--- src/hw/rtl/mtcm_pkg.sv ---
// Shared constants, tables and helper functions for the cube mesher.
package mtcm_pkg;

   // Default grid geometry
   localparam int GRID_BITS_DEF = 10;
   localparam int FRAC_BITS_DEF = 16;

   // Sample and magnitude widths
   localparam int CORNER_W  = 32;
   localparam int VALUE_W   = CORNER_W + 1;
   localparam int MAG_W     = VALUE_W;
   localparam int NUM_TETS  = 6;
   localparam int NUM_EDGES = 6;
   localparam int QUEUE_DEPTH = 2;

   // Configuration port
   localparam int CSR_ADDR_W = 3;
   localparam int CSR_DATA_W = 32;
   localparam logic REG_ISO_LEVEL = 1'b0;
   localparam logic REG_NUDGE     = 1'b1;

   // Six tetrahedra around the 0-7 diagonal
   localparam logic [2:0] TET_TAB [0:5][0:3] = '{
      '{3'd0, 3'd1, 3'd3, 3'd7}, '{3'd0, 3'd1, 3'd5, 3'd7}, '{3'd0, 3'd4, 3'd5, 3'd7},
      '{3'd0, 3'd4, 3'd6, 3'd7}, '{3'd0, 3'd2, 3'd6, 3'd7}, '{3'd0, 3'd2, 3'd3, 3'd7}
   };

   // Local edge endpoints of a tetrahedron
   localparam logic [1:0] EDGE_A [0:5] = '{2'd0, 2'd0, 2'd0, 2'd1, 2'd1, 2'd2};
   localparam logic [1:0] EDGE_B [0:5] = '{2'd1, 2'd2, 2'd3, 2'd2, 2'd3, 2'd3};

   // Edge joining two local corners
   localparam logic [2:0] PAIR_EDGE [0:3][0:3] = '{
      '{3'd0, 3'd0, 3'd1, 3'd2}, '{3'd0, 3'd0, 3'd3, 3'd4},
      '{3'd1, 3'd3, 3'd0, 3'd5}, '{3'd2, 3'd4, 3'd5, 3'd0}
   };

   // Triangle plan of one mixed tetrahedron
   typedef struct packed {
      logic            quad;
      logic [2:0]      nin;
      logic [3:0][2:0] src;
   } plan_type;

   // Width of one queued cube: values, inside bits, mixed bits, origins
   function automatic int entry_width(input int grid_bits);
      return 8 * VALUE_W + 8 + NUM_TETS + 3 * grid_bits;
   endfunction

   // Cut-point order for a tetrahedron inside mask
   function automatic plan_type tet_plan(input logic [3:0] tmask);
      plan_type   p;
      logic [1:0] ins0, ins1, outs0, outs1;
      logic [2:0] ni, no;
      logic [1:0] nq;
      p     = '0;
      ins0  = '0;
      ins1  = '0;
      outs0 = '0;
      outs1 = '0;
      ni    = '0;
      no    = '0;
      nq    = '0;
      for (int c = 0; c < 4; c++) begin
         if (tmask[c]) begin
            if (ni == 3'd0) ins0 = 2'(c);
            else ins1 = 2'(c);
            ni = ni + 3'd1;
         end else begin
            if (no == 3'd0) outs0 = 2'(c);
            else outs1 = 2'(c);
            no = no + 3'd1;
         end
      end
      p.nin  = ni;
      p.quad = (ni == 3'd2);
      if (p.quad) begin
         p.src[0] = PAIR_EDGE[ins0][outs0];
         p.src[1] = PAIR_EDGE[ins0][outs1];
         p.src[2] = PAIR_EDGE[ins1][outs1];
         p.src[3] = PAIR_EDGE[ins1][outs0];
      end else begin
         for (int e = 0; e < NUM_EDGES; e++) begin
            if ((tmask[EDGE_A[e]] != tmask[EDGE_B[e]]) && (nq < 2'd3)) begin
               p.src[nq] = 3'(e);
               nq = nq + 2'd1;
            end
         end
      end
      return p;
   endfunction

endpackage

--- src/hw/rtl/mtcm_front.sv ---
// Front end: nudges corners, classifies tetrahedra and drops missing and empty cubes.
module mtcm_front #(
   parameter int GRID_BITS = mtcm_pkg::GRID_BITS_DEF,
   parameter int IN_TW     = 288
) (
   input  logic                                    req_tvalid,
   output logic                                    req_tready,
   input  logic [IN_TW-1:0]                        req_tdata,
   input  logic                                    req_tuser,
   input  logic signed [mtcm_pkg::CORNER_W-1:0]    iso,
   input  logic [mtcm_pkg::CORNER_W-2:0]           nudge,
   input  logic                                    q_full,
   output logic                                    push,
   output logic [mtcm_pkg::entry_width(GRID_BITS)-1:0] push_data
);
   import mtcm_pkg::*;

   logic signed [CORNER_W-1:0] corner [8];
   logic signed [VALUE_W-1:0]  cv [8];
   logic signed [VALUE_W-1:0]  nudged;
   logic [7:0]                 above;
   logic [NUM_TETS-1:0]        mixed;
   logic [3:0]                 tm [NUM_TETS];

   assign nudged = $signed({iso[CORNER_W-1], iso}) + $signed({2'b00, nudge});

   // Nudge corners on the level, mark inside corners
   always_comb begin
      for (int c = 0; c < 8; c++) begin
         corner[c] = req_tdata[c*CORNER_W +: CORNER_W];
         above[c]  = (corner[c] >= iso);
         cv[c]     = (corner[c] == iso) ? nudged : VALUE_W'(corner[c]);
      end
   end

   // Tetrahedra with both inside and outside corners
   always_comb begin
      for (int t = 0; t < NUM_TETS; t++) begin
         for (int c = 0; c < 4; c++) tm[t][c] = above[TET_TAB[t][c]];
         mixed[t] = (tm[t] != 4'h0) && (tm[t] != 4'hF);
      end
   end

   assign req_tready = !q_full;
   assign push = req_tvalid && !q_full && !req_tuser && (mixed != '0);
   assign push_data = {req_tdata[8*CORNER_W +: 3*GRID_BITS], mixed, above,
                       cv[7], cv[6], cv[5], cv[4], cv[3], cv[2], cv[1], cv[0]};

endmodule

--- config.mk ---
export PLATFORM = sky130hd
export DESIGN_NAME = mtcm_front
export DESIGN_NICKNAME = d
export VERILOG_FILES = /design/src/hw/rtl/mtcm_pkg.sv /design/src/hw/rtl/mtcm_front.sv
export SDC_FILE = /design/constraint.sdc
export NUM_CORES = 1
export LEC_CHECK = 0
export BUFFER_PORTS_ARGS = -buffer_cell sky130_fd_sc_hd__buf_4
export CAP_MARGIN = 20
export CORE_AREA = 2 2 257 259
export DETAILED_ROUTE_END_ITERATION = 8
export DIE_AREA = 0 0 259 261
export PLACE_DENSITY = 0.48
export SETUP_SLACK_MARGIN = 0.5
export SLEW_MARGIN = 20
export SYNTH_ARGS = -nofsm -noshare
export SYNTH_HDL_FRONTEND = slang
export SYNTH_SLANG_ARGS = --single-unit
--- constraint.sdc ---
create_clock -name vclk -period 4.2
set_clock_uncertainty 0.05 [all_clocks]
set_input_delay 0.84 -clock vclk [all_inputs]
set_output_delay 0.84 -clock vclk [all_outputs]
set_load 0.1 [all_outputs]
==> impl_metrics.py <==
metrics = {
    "final_layout": {
        "clock_buffers": 0,
        "area_delta_synth_final_pct": 183,
        "seq_cell_count": 0,
        "nNetsFinal": 3247,
        "layout-drive-gt1-share_pct": 65.7,
        "n_fill_cell": 6143,
        "final_cells": 3468,
        "regArea_sq_um": 0,
    },
    "floorplanning": {
        "die_w_um": 259,
        "fp.dieH_um": 261,
        "io_pins": 664,
        "fp-row-count": 94,
        "dieArea_sq_um": 67600,
        "start_util_pct": 15.8,
        "coreArea_sq_um": 65000,
    },
    "synthesis": {
        "yosys.area.top_type_share_pct": 35.0,
        "syn_avg_cell_area_sq_um": 6.74,
        "syn_inst": 1522,
        "syn_area_sq_um": 10300,
        "synth.most_common_cell": "nand2_1",
        "ys_warn_count": 0,
        "ys_types": 55,
        "yosysSeqAreaShare_pct": 0,
        "synth_area_leaders": "ha_1 35%, o21ai_0 12%, nand2_1 11%, a21oi_1 5.7%, a21o_1 4.2%",
        "yosysTopAreaCell": "ha_1",
        "synth.top_cells.by_count": "288 x nand2_1, 287 x ha_1, 245 x o21ai_0",
        "synthesis.nets": 2164,
    },
    "detailed_routing": {
        "dr.pass1.iters": 5,
        "via_per_inst": 4.78,
        "drc": 0,
        "wl_um": 91100,
        "vias": 16600,
        "drt_first_iter_violations": 731,
        "wire_per_inst_um": 26.3,
        "antenna_left": 0,
    },
    "pwr": {
        "powerDensity_nw_per_um2": 177,
        "ir_worst_vdd_v": 0.000122,
        "p_total_mw": 5.13,
        "p_leak_nw": 13.4,
    },
    "global_route": {
        "grt.total_usage_pct": 25.7,
        "grt_pass1_wl_um": 127000,
        "antenna_found_initial": 3,
        "overflow": 0,
        "grt_max_degree": 33,
        "grt_pass1_vias": 17600,
    },
    "placement": {
        "dp_hpwl_um": 74800,
        "dp.cells": 3315,
        "port-buffer-count": 602,
        "place_congestion": 0.904,
    },
    "timing": {
        "setup_viol": 248,
        "hold_viol_final": 0,
        "slew_headroom_pct": 47.9,
        "fin_hold_ws_ns": 1.63,
        "max_freq_mhz": 204,
        "tns_ns": -78.95,
        "timing.final.ws_setup_ns": -0.709,
        "fin_crit_ns": 4.91,
        "slew_violations": 0,
        "worst_pin_slew_ns": 0.782,
        "rsz0062_at_grt": "yes",
        "finalCritPeriodShare_pct": 117,
    },
    "worst_setup_path": {
        "cp.arrival_ns": 4.02,
        "critPathCaptureType": "output port",
        "crit_fanout": 6,
        "path_class": "input port to output port",
        "start_kind": "input port",
        "required_ns": 3.31,
    },
    "min_path": {
        "hp-class": "input port to output port",
    },
    "run_status": {
        "violations": "setup timing",
        "outcome": "complete, but fails checks",
    },
    "run": {
        "drv_cap": 0,
    },
    "clock_tree": {
        "postCtsHoldBufs": 0,
    },
}
-- logic make-up after synthesis --
kind of cell,count (synthesis),synth area share (%)
xor+xnor,28,2.57
simple gates,512,23.1
mux,20,2.19
buf+inv,138,6.22
fa+ha+maj,288,35.2
compound gates,536,30.7
-- cell type report --
type                            count  area, sq um  area share (%)
Multi-Input combinational cell   1384        14600            50.2
Antenna cell                        1         2.50         0.00861
Timing Repair Buffer             1165        13100            45.1
Inverter                           54          282           0.969
Tap cell                          864         1080            3.72
-- worst paths after layout --
| kind | start | to | slack, ns | depth (start not counted) |
|---|---|---|---|---|
| max | iso[12] | push | -0.71 | 15 |
| min | req_tdata[265] | push_data[287] | 1.63 | 0 |
-- timing repair --
item,4_1_cts,5_1_grt
gates cloned,11,3
endpoints found under the setup margin,279,279
gates resized for setup,808,192
pin swaps,124,79
buffers inserted,103,35
-- layer usage --
| metal | part of all wire (%) | vias up | track usage (%) |
|---|---|---|---|
| met5 | 0.011 | - | 0 |
| met4 | 2.0 | 2 | 2.70 |
| met3 | 4.3 | 84 | 2.56 |
| met2 | 52 | 534 | 49.3 |
| met1 | 42 | 8119 | 31.6 |
| li1 | - | 7845 | - |
-- critical path, cell delays in order --
cell and delay, ns:
buf_6 0.08, clkinvlp_4 0.17, buf_4 0.19, ha_1 0.27, nand4_1 0.15, nor4_2 0.05
buf_4 0.15, a221o_1 0.35, o31ai_2 0.29, o211ai_1 0.16, mux2_4 0.33, or4_4 0.54
a21oi_4 0.16, a21oi_4 0.08, buf_12 0.17
-- metrics by stage --
stage,util (%),cell area [sq um],worst slack [ns]
floorplan,-,14600,-0.716
global placement,35.5,23100,-1.35
detailed placement,35.5,23100,-1.36
CTS,42.8,27900,-0.817
global route,44.7,29100,-0.842
finish,44.7,29100,-0.709
-- cells in the final DEF, fill, tap and decap left out, types with 6 or more instances in the layout --
| cell type | Yosys | final |
|---|---|---|
| nand2_1 | 288 | 241 |
| nor2_1 | 29 | 19 |
| ha_4 | 0 | 51 |
| mux2_4 | 0 | 14 |
| o21ai_4 | 0 | 253 |
| nor2b_1 | 12 | 10 |
| nand4_1 | 54 | 54 |
| a21oi_2 | 0 | 12 |
| a21o_1 | 58 | 57 |
| nand3_4 | 0 | 12 |
| a21oi_1 | 117 | 99 |
| buf_12 | 0 | 282 |
| buf_4 | 30 | 742 |
| a21oi_4 | 0 | 6 |
| inv_2 | 0 | 6 |
| clkinvlp_4 | 0 | 21 |
| nand3_1 | 61 | 47 |
| and4_1 | 18 | 13 |
| xnor2_4 | 0 | 11 |
| buf_16 | 0 | 11 |
| nor3_1 | 17 | 7 |
| inv_1 | 54 | 27 |
| ha_1 | 287 | 232 |
| xor2_4 | 1 | 7 |
| nand2_2 | 0 | 30 |
| nand2_4 | 0 | 17 |
| mux2_2 | 20 | 6 |
| buf_8 | 0 | 8 |
| o21ai_1 | 20 | 6 |
| buf_6 | 1 | 117 |
| a221o_1 | 6 | 6 |
| and3_1 | 8 | 6 |
| o211ai_1 | 13 | 13 |
| nor3_4 | 0 | 6 |
| o21ai_0 | 245 | 12 |
-- report_power, final --
| part | internal [mW] | total [mW] | switching [mW] | leakage, nW |
|---|---|---|---|---|
| combinational | 2.05 | 5.13 | 3.08 | 13.4 |
| clock | 0.0000000318 | 0.0000000319 | 0 | 0.00000634 |
| sequential | 0 | 0 | 0 | 0 |
No activity file was read; power rests on OpenSTA's default activity.
