$ cat config.mk
export PLATFORM = sky130hd
export DESIGN_NAME = mtcm_queue
export DESIGN_NICKNAME = d
export VERILOG_FILES = /design/src/hw/rtl/mtcm_pkg.sv /design/src/hw/rtl/mtcm_queue.sv
export SDC_FILE = /design/constraint.sdc
export NUM_CORES = 1
export LEC_CHECK = 0
export BUFFER_PORTS_ARGS = -buffer_cell sky130_fd_sc_hd__buf_2
export CORE_AREA = 4 4 235 237
export DETAILED_ROUTE_END_ITERATION = 10
export DIE_AREA = 0 0 239 241
export HOLD_SLACK_MARGIN = 0.1
export PLACE_DENSITY = 0.77
export SYNTH_ARGS = -nofsm -noshare
export SYNTH_HDL_FRONTEND = slang
export SYNTH_SLANG_ARGS = --single-unit
$ cat constraint.sdc
create_clock -name clock -period 10.27 [get_ports clock]
set_input_delay 2.054 -clock clock [delete_from_list [all_inputs] [get_ports clock]]
set_output_delay 2.054 -clock clock [all_outputs]
set_load 0.005 [all_outputs]
$ cat src/hw/rtl/mtcm_pkg.sv
// Shared constants, tables and helper functions for the cube mesher.
package mtcm_pkg;

   // Default grid geometry
   localparam int GRID_BITS_DEF = 10;
   localparam int FRAC_BITS_DEF = 16;

   // Sample and magnitude widths
   localparam int CORNER_W  = 32;
   localparam int VALUE_W   = CORNER_W + 1;
   localparam int MAG_W     = VALUE_W;
   localparam int NUM_TETS  = 6;
   localparam int NUM_EDGES = 6;
   localparam int QUEUE_DEPTH = 2;

   // Configuration port
   localparam int CSR_ADDR_W = 3;
   localparam int CSR_DATA_W = 32;
   localparam logic REG_ISO_LEVEL = 1'b0;
   localparam logic REG_NUDGE     = 1'b1;

   // Six tetrahedra around the 0-7 diagonal
   localparam logic [2:0] TET_TAB [0:5][0:3] = '{
      '{3'd0, 3'd1, 3'd3, 3'd7}, '{3'd0, 3'd1, 3'd5, 3'd7}, '{3'd0, 3'd4, 3'd5, 3'd7},
      '{3'd0, 3'd4, 3'd6, 3'd7}, '{3'd0, 3'd2, 3'd6, 3'd7}, '{3'd0, 3'd2, 3'd3, 3'd7}
   };

   // Local edge endpoints of a tetrahedron
   localparam logic [1:0] EDGE_A [0:5] = '{2'd0, 2'd0, 2'd0, 2'd1, 2'd1, 2'd2};
   localparam logic [1:0] EDGE_B [0:5] = '{2'd1, 2'd2, 2'd3, 2'd2, 2'd3, 2'd3};

   // Edge joining two local corners
   localparam logic [2:0] PAIR_EDGE [0:3][0:3] = '{
      '{3'd0, 3'd0, 3'd1, 3'd2}, '{3'd0, 3'd0, 3'd3, 3'd4},
      '{3'd1, 3'd3, 3'd0, 3'd5}, '{3'd2, 3'd4, 3'd5, 3'd0}
   };

   // Triangle plan of one mixed tetrahedron
   typedef struct packed {
      logic            quad;
      logic [2:0]      nin;
      logic [3:0][2:0] src;
   } plan_type;

   // Width of one queued cube: values, inside bits, mixed bits, origins
   function automatic int entry_width(input int grid_bits);
      return 8 * VALUE_W + 8 + NUM_TETS + 3 * grid_bits;
   endfunction

   // Cut-point order for a tetrahedron inside mask
   function automatic plan_type tet_plan(input logic [3:0] tmask);
      plan_type   p;
      logic [1:0] ins0, ins1, outs0, outs1;
      logic [2:0] ni, no;
      logic [1:0] nq;
      p     = '0;
      ins0  = '0;
      ins1  = '0;
      outs0 = '0;
      outs1 = '0;
      ni    = '0;
      no    = '0;
      nq    = '0;
      for (int c = 0; c < 4; c++) begin
         if (tmask[c]) begin
            if (ni == 3'd0) ins0 = 2'(c);
            else ins1 = 2'(c);
            ni = ni + 3'd1;
         end else begin
            if (no == 3'd0) outs0 = 2'(c);
            else outs1 = 2'(c);
            no = no + 3'd1;
         end
      end
      p.nin  = ni;
      p.quad = (ni == 3'd2);
      if (p.quad) begin
         p.src[0] = PAIR_EDGE[ins0][outs0];
         p.src[1] = PAIR_EDGE[ins0][outs1];
         p.src[2] = PAIR_EDGE[ins1][outs1];
         p.src[3] = PAIR_EDGE[ins1][outs0];
      end else begin
         for (int e = 0; e < NUM_EDGES; e++) begin
            if ((tmask[EDGE_A[e]] != tmask[EDGE_B[e]]) && (nq < 2'd3)) begin
               p.src[nq] = 3'(e);
               nq = nq + 2'd1;
            end
         end
      end
      return p;
   endfunction

endpackage

$ cat src/hw/rtl/mtcm_queue.sv
// Short queue of classified cubes between front and back end.
module mtcm_queue #(
   parameter int WIDTH = 300,
   parameter int DEPTH = mtcm_pkg::QUEUE_DEPTH
) (
   input  logic             clock,
   input  logic             reset,
   input  logic             push,
   input  logic [WIDTH-1:0] push_data,
   output logic             full,
   input  logic             pop,
   output logic             head_valid,
   output logic [WIDTH-1:0] head_data
);
   localparam int PTR_W = (DEPTH > 1) ? $clog2(DEPTH) : 1;
   localparam int CNT_W = $clog2(DEPTH + 1);

   logic [WIDTH-1:0] entry_ff [DEPTH];
   logic [PTR_W-1:0] wr_ff, wr_in, rd_ff, rd_in;
   logic [CNT_W-1:0] cnt_ff, cnt_in;
   logic             do_push, do_pop;

   assign full       = (cnt_ff == CNT_W'(DEPTH));
   assign head_valid = (cnt_ff != '0);
   assign head_data  = entry_ff[rd_ff];
   assign do_push    = push && !full;
   assign do_pop     = pop && head_valid;

   // Pointer and count update
   always_comb begin
      wr_in  = wr_ff;
      rd_in  = rd_ff;
      cnt_in = cnt_ff;
      if (do_push) wr_in = (wr_ff == PTR_W'(DEPTH - 1)) ? '0 : wr_ff + 1'b1;
      if (do_pop)  rd_in = (rd_ff == PTR_W'(DEPTH - 1)) ? '0 : rd_ff + 1'b1;
      if (do_push && !do_pop) cnt_in = cnt_ff + 1'b1;
      else if (do_pop && !do_push) cnt_in = cnt_ff - 1'b1;
   end

   always_ff @(posedge clock) begin
      if (reset) begin
         wr_ff  <= '0;
         rd_ff  <= '0;
         cnt_ff <= '0;
      end else begin
         wr_ff  <= wr_in;
         rd_ff  <= rd_in;
         cnt_ff <= cnt_in;
      end
      if (do_push) entry_ff[wr_ff] <= push_data;
   end

endmodule

==> metrics, run 1 <==
status finished clean; top_reg_cell synth edfxtp_1; Cell variety after synth 14; Pwr per Cell Area 245 nW/um^2; Setup CP Type reg2out; Reg area 18100 um^2; sequential share of the synthesized area 82.4%; CTS root buf clkbuf_16; Synth Area in Adders 0.0569%; total number of vias 11300; FF+latch count, synth 605; fillcell total 4193; total wire length 47000 um; Post-CTS Resized 0; Worst Path Required 8220 ps; Synth Area in XOR/XNOR 0.120%; TritonCTS clock tree yes; worst vdd ir 0.163 mV; setup TNS after final layout 0 ps; die height 241 um; CP arrival 3110 ps; grt total ovfl 0; RSZ-0062 raised after global routing no; Layout area overhead 25.2%; # IOs 606; Routed Antenna Nets 0; mapped cell area 22000 um^2; Vias/cell 4.82; DRT iter0 DRCs 607; fin crit share 50.3%; Port Buf Inserts 605; Hold/Removal Path Class reg2reg; number of buffers created by CTS 58; Period minus WS final 5160 ps; Nets 1902; first-pass GRT wire length 68500 um; Leak 10.1 nW; Initial Util 41.3%; total track usage 15.3%; Die W 239 um; asr flop ratio synth 0%; dpl hpwl 32200 um; overall power 0.00675 W; Max-cap violations 0; largest cells by area after synthesis edfxtp_1, mux2_2, buf_6; cts hold-fix bufs 0; post-synthesis mux area share 15.4%; Clock transition at path regs 60 ps; Multi-input gate area 3490 um^2; syn_area_per_cell 23.0 um^2; Initial DRT Pass Iterations 4; postcts setup bufs 0; largest family of logic cells by synthesized area multiplexers; DRC errors left 0; largest net degree at the start of global routing 159; Post-synth EDFFs 600; Crit Path Max Fanout 83; Critical Path Source Type flop; Mapped Cells 958; initial antenna violation count 13; share of cells above drive strength 1 60.3%; wire per inst 20.0 um; Simple-Gate Fraction of Synth Area 0.222%; GP Congestion 0.779; Synth Area in Compound Gates 0.114%; clock latency at the later pin of the worst-skew pair 590 ps; Worst-Margin Slew 1190 ps; syn_nets 1263; Commonest cells post-synth edfxtp_1, mux2_2, buf_6, dfxtp_1, nor2_1; Yosys top cell by area edfxtp_1; Synth top area share 81.9%; CP endpoint kind output port; top-count cell post-synth edfxtp_1; relative slew slack 20.7%; core box area 53300 um^2; worst-case clock skew 21.9 ps; Synth Warn # 0; # setup viols final 0; CTS sink cnt 605; Fin. Hold Viols 0; # rows 85; H-tree Lvls 2; vias in the first global route 12000; maximum clock path buffer count 3; Pins Over Slew Limit 0; DIE AREA 57600 um^2; fmax 0.194 GHz
-- registers in the layout, summed over array words and instances, names as in the netlist, named ones only --
| register | count |
|---|---|
| entry_ff | 600 |
| cnt_ff | 2 |
| rd_ff | 1 |
| wr_ff | 1 |
-- where the power goes --
part / internal, W / switching (W)
clock: 0.00123 / 0.000855
sequential: 0.00311 / 0.0000999
combinational: 0.000719 / 0.000741
total: 0.00505 / 0.00170
-- layout make-up --
cell class | instances | share of cell area (%)
antenna | 11 | 0.100
tap | 696 | 3.16
clock buffer | 74 | 5.57
inverter | 2 | 0.0545
multi-input combinational | 318 | 12.7
timing repair buffer | 612 | 11.3
sequential | 605 | 65.8
clock inverter | 33 | 1.28
-- through the flow --
step | util (%) | hold slack [ps] | cell area (um^2) | setup WS (ps) | std cells
2_1_floorplan | - | 452 | 22000 | 524 | 958
3_3_place_gp | 48.1 | 483 | 25600 | 5540 | 2233
3_5_place_dp | 48.1 | 499 | 25600 | 5460 | 2233
4_1_cts | 51.6 | 518 | 27500 | 5030 | 2340
5_1_grt | 51.7 | 562 | 27500 | 4900 | 2348
6_report | 51.7 | 513 | 27500 | 5110 | 2351
-- critical path, stage by stage, from the launching register on --
cell	delay (ps)
dfxtp_4	900
buf_4	930
mux2_2	450
buf_2	140
-- kinds of logic (layout without fill, tap and decap cells) --
logic type	after synthesis	in the layout
compound gates	5	5
xor+xnor	3	3
fa+ha+maj	1	1
buf+inv	35	721
flops	605	605
mux	300	300
other cells	0	11
simple gates	9	9
-- cells in the final DEF (no fill, tap or decap), drive strengths merged --
| cell | instances |
|---|---|
| mux2 | 300 |
| xor2 | 3 |
| a21oi | 2 |
| clkbuf | 74 |
| or2 | 1 |
| clkinvlp | 1 |
| and2 | 1 |
| edfxtp | 600 |
| buf | 612 |
| bufinv | 7 |
| o21ai | 3 |
| nor2b | 1 |
| inv | 3 |
| or3 | 2 |
| ha | 1 |
| diode | 11 |
| clkinv | 24 |
| dfxtp | 5 |
| nor2 | 4 |
-- per-layer routing --
layer / vias up / share of wire, % / GRT usage, %
li1: 5121 / - / -
met1: 5673 / 35 / 17.6
met2: 445 / 53 / 27.2
met3: 81 / 8.7 / 4.86
met4: 6 / 2.6 / 5.28
met5: - / 0.098 / 0
-- final timing paths --
path / start / endpoint / slack (ps) / cells past startpoint
setup / recovery: flop / head_data[41] / 5110 / 3
hold / removal: rd_ff / rd_ff / 510 / 2
setup reg to reg: cnt_ff[1] / entry_ff[1][53] / 7160 / 5
hold reg to reg: rd_ff / rd_ff / 510 / 2
Note: power is estimated with default switching activity, not from simulation.
==> run 2, diff against run 1 <==
CORE_AREA = 4 4 237 239   (was 4 4 235 237)
DIE_AREA = 0 0 241 243   (was 0 0 239 241)
PLACE_DENSITY = 0.74   (was 0.77)
clock period = 4.8 ns   (was 10.27 ns; I/O delays follow)
==> run 2 against run 1 <==
  * Critical path depth unchanged
  * Sequential share of layout area down 0.90 points
  * Final cell count up 1.5%
  * Combinational power up 120%
  * Worst setup slack worse by 3800 ps
  * Highest routed layer unchanged
==> metrics, run 2 (same netlist as run 1, synthesis figures left out) <==
status finished clean; Combinational Power Share 22.2%; CTS sink cnt 605; total number of vias 11500; Clock Power Share 31.2%; largest reg by FF count entry_ff; fin crit share 73.2%; # setup viols final 0; placed insts 2263; total wire length 48400 um; first-pass GRT wire length 70800 um; number of buffers created by CTS 60; H-tree Lvls 2; Crit Path Max Fanout 57; Period minus WS final 3510 ps; grt total ovfl 0; DRC errors left 0; # rows 85; DRT iter0 DRCs 553; Critical Path Source Type flop; cts hold-fix bufs 0; P_sw 0.00372 W; sequential power share 46.7%; reg2reg setup slack 2360 ps; Worst Path Required 3840 ps; die height 243 um; initial antenna violation count 16; CP endpoint kind output port; TritonCTS clock tree yes; sw frac 25.4%; CTS root buf clkbuf_16; GP Congestion 0.803; Initial DRT Pass Iterations 4; Clock transition at path regs 60 ps; vias in the first global route 12100; Internal 0.0110 W; Initial Util 40.9%; hold slack final 531 ps; Hold/Removal Path Class reg2reg; RR Endpoint entry_ff[0][150]; Die W 241 um; Pwr per Cell Area 526 nW/um^2; Pins Over Slew Limit 0; worst vdd ir 0.360 mV; Worst-Margin Slew 911 ps; postcts setup bufs 0; overall power 0.0147 W; relative slew slack 39.3%; worst-case clock skew 11.1 ps; Port Buf Inserts 605; CP arrival 2550 ps; Post-Layout Cell Count 2387; Leak 10.3 nW; Layout area overhead 26.9%; wire per inst 20.3 um; Post-CTS Resized 0; r2r startpoint cnt_ff[0]; # IOs 606; commonest non-fill, non-tap cell in the layout buf_2; DIE AREA 58600 um^2; Nets 1934; max reg flops 600; dpl hpwl 33900 um; core box area 53800 um^2; Fin. Hold Viols 0; R2R depth 4; total track usage 15.6%; most frequent cells in the layout buf_2, edfxtp_1, mux2_2, clkbuf_16, buf_4; largest net degree at the start of global routing 58; Setup CP Type reg2out; fmax 0.285 GHz; final core occ 51.9%; Routed Antenna Nets 0; RSZ-0062 raised after global routing no; CP Capture Point head_data[104]; clock latency at the later pin of the worst-skew pair 600 ps; maximum clock path buffer count 3; Regs by FF count entry_ff (600), cnt_ff (2); share of cells above drive strength 1 61.5%; Vias/cell 4.82; setup TNS after final layout 0 ps; Max-cap violations 0
[run 2: critical path, cell delays in order, from the launching register on]
cell	delay [ps]
dfxtp_4	940
buf_4	460
mux2_2	390
buf_2	140
[run 2: final cells by class]
type                    instances  area [um^2]
fillers                      4278        25900
flip-flops and latches        605        18100
multi-input cells             318         3500
repair buffers                642         3430
clock buffers                  72         1570
well taps                     696          871
clock inverters                37          362
diodes                         15         37.5
inverters                       2         23.8
[run 2: stage by stage]
stage	worst slack (ps)	cell area [um^2]
floorplan	-1180	22000
global placement	1680	25900
detailed placement	1640	25900
CTS	1200	27900
global route	1130	27900
finish	1290	27900
[run 2: power groups by stage]
stage	logic, W	registers [W]	clock network (W)
final	0.00326	0.00684	0.00457
after global routing	0.00351	0.00691	0.00490
after CTS	0.00332	0.00686	0.00468
after detailed placement	0.00329	0.00697	0
after global placement	0.00325	0.00692	0
after floorplan	0.00195	0.00696	0
[run 2: metal layers]
| metal | GRT usage (%) | vias up | part of all wire [%] |
|---|---|---|---|
| met4 | 5.18 | 6 | 2.7 |
| met1 | 17.6 | 5771 | 37 |
| met3 | 4.70 | 92 | 7.8 |
| met2 | 28.1 | 425 | 53 |
| met5 | 0 | - | 0.070 |
| li1 | - | 5211 | - |
[run 2: how the worst min path moves through the flow]
stage                                   to  slack (ps)      startpoint  depth (start not counted)
after detailed placement             wr_ff         490           wr_ff                          2
after global routing      entry_ff[1][231]         500  push_data[231]                          1
after floorplan                      wr_ff         460           wr_ff                          2
final                                rd_ff         530           rd_ff                          2
after CTS                 entry_ff[1][204]         490  push_data[204]                          1
after global placement               rd_ff         490           rd_ff                          2
